File: config.mk
export PLATFORM = sky130hd
export DESIGN_NAME = hcth_calc
export DESIGN_NICKNAME = d
export VERILOG_FILES = /design/src/rtl/hcth_pkg.sv /design/src/rtl/hcth_calc.sv
export SDC_FILE = /design/constraint.sdc
export NUM_CORES = 1
export LEC_CHECK = 0
export ABC_AREA = 1
export BUFFER_PORTS_ARGS = -buffer_cell sky130_fd_sc_hd__buf_2
export CORE_ASPECT_RATIO = 1.5
export CORE_UTILIZATION = 45
export DETAILED_ROUTE_END_ITERATION = 12
export PLACE_DENSITY = 0.69
export SLEW_MARGIN = 40
export SYNTH_ARGS = -nofsm -noshare
export SYNTH_HDL_FRONTEND = slang
export SYNTH_SLANG_ARGS = --single-unit
export TNS_END_PERCENT = 50
File: constraint.sdc
create_clock -name vclk -period 7.46
set_clock_uncertainty 0.1 [all_clocks]
set_input_delay 0.746 -clock vclk [all_inputs]
set_output_delay 0.746 -clock vclk [all_outputs]
set_load 0.02 [all_outputs]
File: src/rtl/hcth_pkg.sv
// Shared types, constants and helpers for the history counter table block.
// Used by the core, hcth_calc and the checker; depends on nothing.
`default_nettype none

package hcth_pkg;

    localparam int LIMIT_W         = 20;
    localparam logic [LIMIT_W-1:0] LIMIT_RESET = 20'd100000;
    localparam int PIECE_KINDS_DEF = 8;
    localparam int SQUARES_DEF     = 64;
    localparam int PIECE_LSB       = 24;
    localparam int PIECE_FW        = 3;
    localparam int SQUARE_LSB      = 18;
    localparam int SQUARE_FW       = 6;
    localparam int VALUE_W         = 32;
    localparam int BONUS_W         = 16;

    typedef enum logic [1:0] {
        ACT_READ    = 2'd0,
        ACT_REWARD  = 2'd1,
        ACT_PENALTY = 2'd2,
        ACT_CLEAR   = 2'd3
    } hcth_action_t;

    typedef enum logic [2:0] {
        S_INIT,
        S_IDLE,
        S_READ,
        S_HALVE,
        S_CLEAR,
        S_DONE
    } hcth_state_t;

    typedef struct packed {
        hcth_action_t action;
        logic         side;
        logic [31:0]  move_word;
        logic [7:0]   depth;
        logic [7:0]   max_depth;
    } hcth_in_t;

    typedef struct packed {
        logic signed [VALUE_W-1:0] value;
        logic                      halved;
    } hcth_out_t;

    // update result handed from the arithmetic unit to the controller
    typedef struct packed {
        logic signed [VALUE_W-1:0] value;
        logic                      hit;
    } hcth_calc_t;

    // signed divide by two, truncating toward zero
    function automatic logic signed [VALUE_W-1:0] half_toward_zero(
        input logic signed [VALUE_W-1:0] x);
        logic signed [VALUE_W:0] t;
        t = {x[VALUE_W-1], x} + {{VALUE_W{1'b0}}, x[VALUE_W-1]};
        return t[VALUE_W:1];
    endfunction

endpackage

`default_nettype wire

File: src/rtl/hcth_calc.sv
// Saturating reward/penalty update of one counter and the halving threshold test.
// Depends on hcth_pkg.
`default_nettype none

module hcth_calc
    import hcth_pkg::*;
(
    input  wire logic signed [VALUE_W-1:0] old_value,
    input  wire logic [BONUS_W-1:0]        bonus,
    input  wire hcth_action_t              action,
    input  wire logic [LIMIT_W-1:0]        limit,
    output hcth_calc_t                     result
);

    localparam int SUM_W = VALUE_W + 2;

    logic signed [SUM_W-1:0]   old_ext;
    logic signed [SUM_W-1:0]   bonus_ext;
    logic signed [SUM_W-1:0]   sum;
    logic signed [VALUE_W-1:0] sat;
    logic signed [VALUE_W:0]   sat_ext;
    logic signed [VALUE_W:0]   lim_ext;
    logic                      is_penalty;

    always_comb
    begin
        is_penalty = (action == ACT_PENALTY);
        old_ext    = SUM_W'(old_value);
        bonus_ext  = signed'({{(SUM_W-BONUS_W){1'b0}}, bonus});
        sum        = is_penalty ? (old_ext - bonus_ext) : (old_ext + bonus_ext);

        // clamp to the signed 32-bit range
        if (sum > SUM_W'(signed'({1'b0, {(VALUE_W-1){1'b1}}})))
        begin
            sat = {1'b0, {(VALUE_W-1){1'b1}}};
        end
        else if (sum < SUM_W'(signed'({1'b1, {(VALUE_W-1){1'b0}}})))
        begin
            sat = {1'b1, {(VALUE_W-1){1'b0}}};
        end
        else
        begin
            sat = sum[VALUE_W-1:0];
        end

        sat_ext = (VALUE_W+1)'(sat);
        lim_ext = signed'({{(VALUE_W+1-LIMIT_W){1'b0}}, limit});

        result.value = sat;
        result.hit   = is_penalty ? (sat_ext <= -lim_ext) : (sat_ext >= lim_ext);
    end

endmodule

`default_nettype wire

### Yosys cells after proc, flatten, opt, wreduce, memory -nomap -nowiden

Index checks and enable logic that the tools add are counted.

| word-level totals | value |
|---|---|
| bits in registers | 0 |
| word-level logic and storage cells | 12 |

| cells by class | value |
|---|---|
| $add $sub $neg | 3 |
| mux-type cells | 4 |
| magnitude comparators | 4 |
| eq/ne operators | 1 |

Operator list:

| operator | count |
|---|---|
| $mux 32 | 2 |
| $gt 34x32->1 const B | 1 |
| $lt 34x32->1 const B | 1 |
| $mux 34 | 1 |
| $add 32x17->33 | 1 |
| $le 32x33->1 | 1 |
| $neg 20->33 | 1 |
| $sub 32x17->33 | 1 |
| $ge 32x21->1 | 1 |
| $eq 2x2->1 const B | 1 |
| $mux 1 | 1 |

### Logic depth before layout (Yosys ltp)

Gate-level depths: netlist (run 1).

| depth | value |
|---|---|
| depth after elaboration | 7 |
| mapped depth | 39 |
| depth with buffers taken out | 37 |

### Worst setup path before layout (run 1)

OpenSTA, ideal clock, no wires.

| path | value |
|---|---|
| path type | input to output |
| from | in bonus[2] |
| to | out result[0] in the netlist's numbering |
| path slack | 1,033 ps |
| stages | 35 |
| arrival | 5,581 ps |
| buffers on the path | 2 |
| path through | nor3_1 > nand3_1 > nor3_1 > nand2_1 > nor3_1 > nand2_1 > nor3_1 > ha_1 > o21ai_0 > ha_1 > nand2_1 > inv_1 > nand2_1 > nand2_1 > a21oi_1 > nand2_4 > nand2_2 > nand2_2 > nand2_2 > nand2_4 > nand2_4 > clkbuf_1 > clkbuf_1 > o21ai_0 > ha_1 > nand2_1 > nor3_1 > nand4_1 > o221ai_1 > inv_2 > nand2_1 > nand2_1 > nand2_1 > nand3_1 > nand2_1 |

RTL lines:

| what | line | source |
|---|---|---|
| start: declaration | hcth_calc.sv:9 | `input wire logic [BONUS_W-1:0] bonus,` |
| end: declaration | hcth_calc.sv:12 | `output hcth_calc_t result` |

==> flow_summary.json, run 1 <==
{
  "grt_first_pass_wirelength_mm": 20.6,
  "max_cap_violations": 0,
  "setup-tns-final_ps": 0,
  "drt_iter0_drc": 172,
  "rsz0062_at_grt": "false",
  "internal_power_uw": 239,
  "cell_seen_most_often_among_critical_path_stages": "sky130_fd_sc_hd__nand2_1",
  "place.port_buffers": 103,
  "power.leakage_uw": 0.00287,
  "yosys_warns": 0,
  "worstSetupStartpointType": "primary input",
  "die_y_um": 121,
  "status": "complete, no violations",
  "grt_usage": 0.260,
  "synth_fp_nets": 877,
  "die_w_um": 81.2,
  "antenna_cells_inserted": 0,
  "report.final.hold_viol_count": 0,
  "gp_congestion": 0.964,
  "cts_setup_buffers": 0,
  "most-common-layout-cells": "sky130_fd_sc_hd__nand2_1, sky130_fd_sc_hd__buf_2, sky130_fd_sc_hd__inv_1, sky130_fd_sc_hd__ha_1, sky130_fd_sc_hd__nor2_1",
  "worst-path-buf-inv": 5,
  "post-route-worst-setup-slack_ps": 522,
  "pin_count_of_the_biggest_net_entering_global_routing": 32,
  "worst-endpoint-arrival_ps": 6090,
  "worstHoldPathType": "primary input to output port",
  "post-route-min-period_ps": 6940,
  "route.detailed.vias_per_inst": 5.20,
  "power.ir.vdd_worst_uv": 73.7,
  "layout_commonest_cell": "sky130_fd_sc_hd__nand2_1",
  "worstSetupEndpointType": "output port",
  "post-route-period-util": 0.930,
  "post_synth_inst_count": 721,
  "drt-wirelength-per-cell_um": 13.0,
  "netlist_area_sq_mm": 0.00423,
  "power_switching_uw": 434,
  "design_power_uw": 673,
  "power.combinational.fraction": 1.000,
  "firstDrtPassIters": 4,
  "setup_violations": 0,
  "worst_slew_pin_tran_ps": 585,
  "hold-path-cell-count": 6,
  "timing.final.max_slew_violations": 0,
  "grt_pass1_vias": 4663,
  "grt.overflow.total": 0,
  "synth-seq-area-share": 0,
  "layout.nets": 976,
  "critical_path.slowest_cell": "sky130_fd_sc_hd__o21ai_0",
  "totalWireLength_mm": 12.1,
  "rows": 43,
  "layout.clock_buffers": 0,
  "num_io_pins": 103,
  "num_vias": 4833,
  "synth_cell_type_count": 38,
  "post_cts.resized_instances": 0,
  "max-slew-margin-rel": 0.606,
  "crit_path_max_incr_delay_ps": 470,
  "pre_cts_slack_ps": 533,
  "grt_antenna_before_repair": 0,
  "maxClockFrequency_mhz": 144,
  "fp.dieArea_sq_mm": 0.00980,
  "cp.depth": 35,
  "hold_start": "action[0]",
  "route.detailed.drc": 0,
  "powerDensity_mw_per_mm2": 138,
  "critical_path.top_delay_family": "simple AND/OR/NAND/NOR gates",
  "layout-drive-gt1-share": 0.183,
  "seq_cells": 0,
  "timing_worst_setup_path_type": "primary input to output port",
  "start_util": 0.460,
  "place.detailed.hpwl_mm": 10.8,
  "area.sequential_sq_um": 0,
  "synth_area_per_cell_sq_um": 5.87,
  "critPathMaxFanout": 16,
  "cts-hold-fix-buffers": 0,
  "power.share.switching": 0.645,
  "power_frac_seq": 0,
  "postRouteAntennaNets": 0,
  "core-area_sq_mm": 0.00920,
  "pwr-share-clk": 0,
  "critical_path_data_required_time_ps": 6610,
  "areaGrowthSynthToFinish_pct": 15.4,
  "worst_setup_path_startpoint": "bonus[2]"
}
## cells in the mapped netlist, drive strengths merged
cell type  count  share of area
and3           2         0.0030
nor4           2         0.0059
buf            1         0.0018
nand4         13          0.019
nand2        209           0.21
a21oi         47          0.056
inv          100          0.090
a31o           2         0.0041
ha            85           0.25
a211oi         7          0.012
clkbuf         8         0.0071
o31ai          3         0.0053
o21ai         32          0.038
o21a           1         0.0018
nor2          85          0.079
o221ai         1         0.0021
nand3         29          0.038
and2           3         0.0044
o21bai         5         0.0089
fa             1         0.0047
xor2          40          0.083
o221a          1         0.0027
nor3          16          0.020
or2            5         0.0074
a31oi          6         0.0089
nand3b         1         0.0018
xnor2         16          0.033
## metrics by stage
stage	cell area, sq um	hold WS [ps]	util	instances
floorplan	4230	1730	-	721
CTS	4870	1940	0.529	930
global placement	4870	1940	0.529	930
global route	4880	1980	0.530	930
detailed placement	4870	1940	0.529	930
finish	4880	1950	0.530	930
## area by class of cell
cell class	count	area [sq um]
well taps	112	140
inverters	100	380
repair buffers	106	538
multi-input cells	612	3820
fillers	1035	4320
## power groups by stage
stage	Sequential, uW	Clock (uW)	Combinational (uW)
floorplan	0	0	476
global placement	0	0	654
detailed placement	0	0	666
CTS	0	0	669
global route	0	0	756
finish	0	0	673
## metal layers
layer,GRT usage,vias up,share of wire
met5,0,-,0
met4,0.0446,0,0.020
met3,0.00453,19,0.025
met2,0.492,101,0.52
met1,0.319,2155,0.44
li1,-,2558,-
## cell families after synthesis
| kind of cell | after synthesis | synth area share |
|---|---|---|
| adder cells (fa/ha/maj) | 86 | 0.256 |
| XOR/XNOR | 56 | 0.116 |
| AND/OR/NAND/NOR | 365 | 0.389 |
| AO/OA/AOI/OAI | 105 | 0.140 |
| buffers and inverters | 109 | 0.0988 |
## final timing paths
kind	endpoint	slack (ps)
max	result[0]	520
min	result[0]	1950
No activity file was read; power rests on OpenSTA's default activity.
==> inputs of run 2 (changes only) <==
Settings changed: CORE_MARGIN set to 4.
==> run 2 against run 1 <==
  * Die area up 13%
  * Critical path depth up 1
  * Via count up 1.1%
  * Worst setup slack better by 76 ps
  * Hold slack worse by 17 ps
  * Total power up 0.69%
  * Final cell count unchanged
  * Sequential share of layout area unchanged
  * First-iteration DRC count up 18%
  * Non-clock buffer count unchanged
  * Critical path type unchanged
==> flow_summary.json, run 2 (synthesis results as in run 1) <==
{
  "status": "complete, no violations",
  "pwr-share-clk": 0,
  "power.leakage_uw": 0.00287,
  "worstSetupEndpointType": "output port",
  "fp.dieArea_sq_mm": 0.0110,
  "grt_antenna_before_repair": 0,
  "setup-tns-final_ps": 0,
  "num_io_pins": 103,
  "grt_pass1_vias": 4783,
  "worst-endpoint-arrival_ps": 6020,
  "post-route-period-util": 0.920,
  "die_w_um": 87.2,
  "power.ir.vdd_worst_uv": 66.9,
  "drt-wirelength-per-cell_um": 13.7,
  "place.detailed.hpwl_mm": 11.5,
  "power.share.switching": 0.647,
  "areaGrowthSynthToFinish_pct": 15.4,
  "pre_cts_slack_ps": 542,
  "layout.clock_buffers": 0,
  "drt_iter0_drc": 203,
  "internal_power_uw": 239,
  "postRouteAntennaNets": 0,
  "gp_congestion": 0.887,
  "max-slew-margin-rel": 0.607,
  "report.final.hold_viol_count": 0,
  "capturing_element_of_the_worst_setup_path": "result[0]",
  "route.detailed.vias_per_inst": 5.26,
  "post-route-min-period_ps": 6860,
  "num_vias": 4888,
  "grt.overflow.total": 0,
  "max_cap_violations": 0,
  "worstSetupStartpointType": "primary input",
  "critical_path.top_delay_family": "simple AND/OR/NAND/NOR gates",
  "cell_seen_most_often_among_critical_path_stages": "sky130_fd_sc_hd__nand2_1",
  "totalWireLength_mm": 12.7,
  "antenna_cells_inserted": 0,
  "die_y_um": 127,
  "timing_worst_setup_path_type": "primary input to output port",
  "seq_cells": 0,
  "critical_path_data_required_time_ps": 6610,
  "area.sequential_sq_um": 0,
  "critical_path.slowest_cell": "sky130_fd_sc_hd__ha_1",
  "layout_commonest_cell": "sky130_fd_sc_hd__nand2_1",
  "layout.nets": 976,
  "powerDensity_mw_per_mm2": 139,
  "crit_path_max_incr_delay_ps": 390,
  "pin_count_of_the_biggest_net_entering_global_routing": 32,
  "worstHoldPathType": "primary input to output port",
  "post-route-worst-setup-slack_ps": 597,
  "core-area_sq_mm": 0.00920,
  "critPathMaxFanout": 16,
  "power_frac_seq": 0,
  "start_util": 0.460,
  "worst-path-buf-inv": 4,
  "grt_usage": 0.226,
  "worst_slew_pin_tran_ps": 584,
  "power.combinational.fraction": 1.000,
  "timing.final.max_slew_violations": 0,
  "maxClockFrequency_mhz": 146,
  "cts_setup_buffers": 0,
  "grt_first_pass_wirelength_mm": 21.0,
  "route.detailed.drc": 0,
  "worst_setup_path_startpoint": "bonus[2]",
  "setup_violations": 0,
  "place.port_buffers": 103,
  "firstDrtPassIters": 4,
  "cp.depth": 36,
  "most-common-layout-cells": "sky130_fd_sc_hd__nand2_1, sky130_fd_sc_hd__buf_2, sky130_fd_sc_hd__inv_1, sky130_fd_sc_hd__ha_1, sky130_fd_sc_hd__nor2_1",
  "power_switching_uw": 438,
  "layout-drive-gt1-share": 0.183,
  "rows": 43
}
run 2: worst min-delay path by stage:
stage                          from        end  slack, ps  depth (start not counted)
after floorplan            bonus[0]  result[1]       1730                          2
after global placement    action[0]  result[0]       1940                          6
after detailed placement  action[0]  result[0]       1930                          6
after CTS                 action[0]  result[0]       1940                          6
after global routing      action[0]  result[0]       1970                          6
final                     action[0]  result[0]       1930                          6
run 2: power by group through the flow:
stage               combinational (uW)  clock (uW)  sequential (uW)
finish                             677           0                0
global route                       759           0                0
CTS                                675           0                0
detailed placement                 671           0                0
global placement                   659           0                0
floorplan                          476           0                0
run 2: layer usage:
| layer | wire length [um] | vias to the layer above | share of wire | GRT usage |
|---|---|---|---|---|
| met5 | 0 | - | 0 | 0 |
| met4 | 127 | 0 | 0.010 | 0.0190 |
| met3 | 603 | 12 | 0.047 | 0.00715 |
| met2 | 6810 | 134 | 0.54 | 0.451 |
| met1 | 5160 | 2191 | 0.41 | 0.270 |
| li1 | - | 2551 | - | - |
run 2: stage by stage:
stage                     total power (uW)  std cells  utilization  hold WS (ps)  instance area (sq um)
after detailed placement               671        930        0.529          1930                   4870
after floorplan                        476        721            -          1730                   4230
after global placement                 659        930        0.529          1940                   4870
after CTS                              675        930        0.529          1940                   4870
final                                  677        930        0.530          1930                   4880
after global routing                   759        930        0.530          1970                   4880
run 2: what timing repair did:
| item | in CTS | in global routing |
|---|---|---|
| endpoints found under the setup margin | 0 | 1 |
| hold buffers | 0 | 0 |
| resized for setup | 0 | 5 |
run 2: final cells by class:
| type | instances | area (sq um) |
|---|---|---|
| tap | 112 | 140 |
| inverter | 100 | 380 |
| timing repair buffer | 106 | 538 |
| multi-input combinational | 612 | 3820 |
| fill | 1018 | 4320 |
run 2: worst min-delay path, stage by stage:
cell	delay [ps]
sky130_fd_sc_hd__buf_2	70
sky130_fd_sc_hd__nor2_1	30
sky130_fd_sc_hd__buf_4	170
sky130_fd_sc_hd__nand2_1	70
sky130_fd_sc_hd__nand2_1	40
sky130_fd_sc_hd__buf_2	150
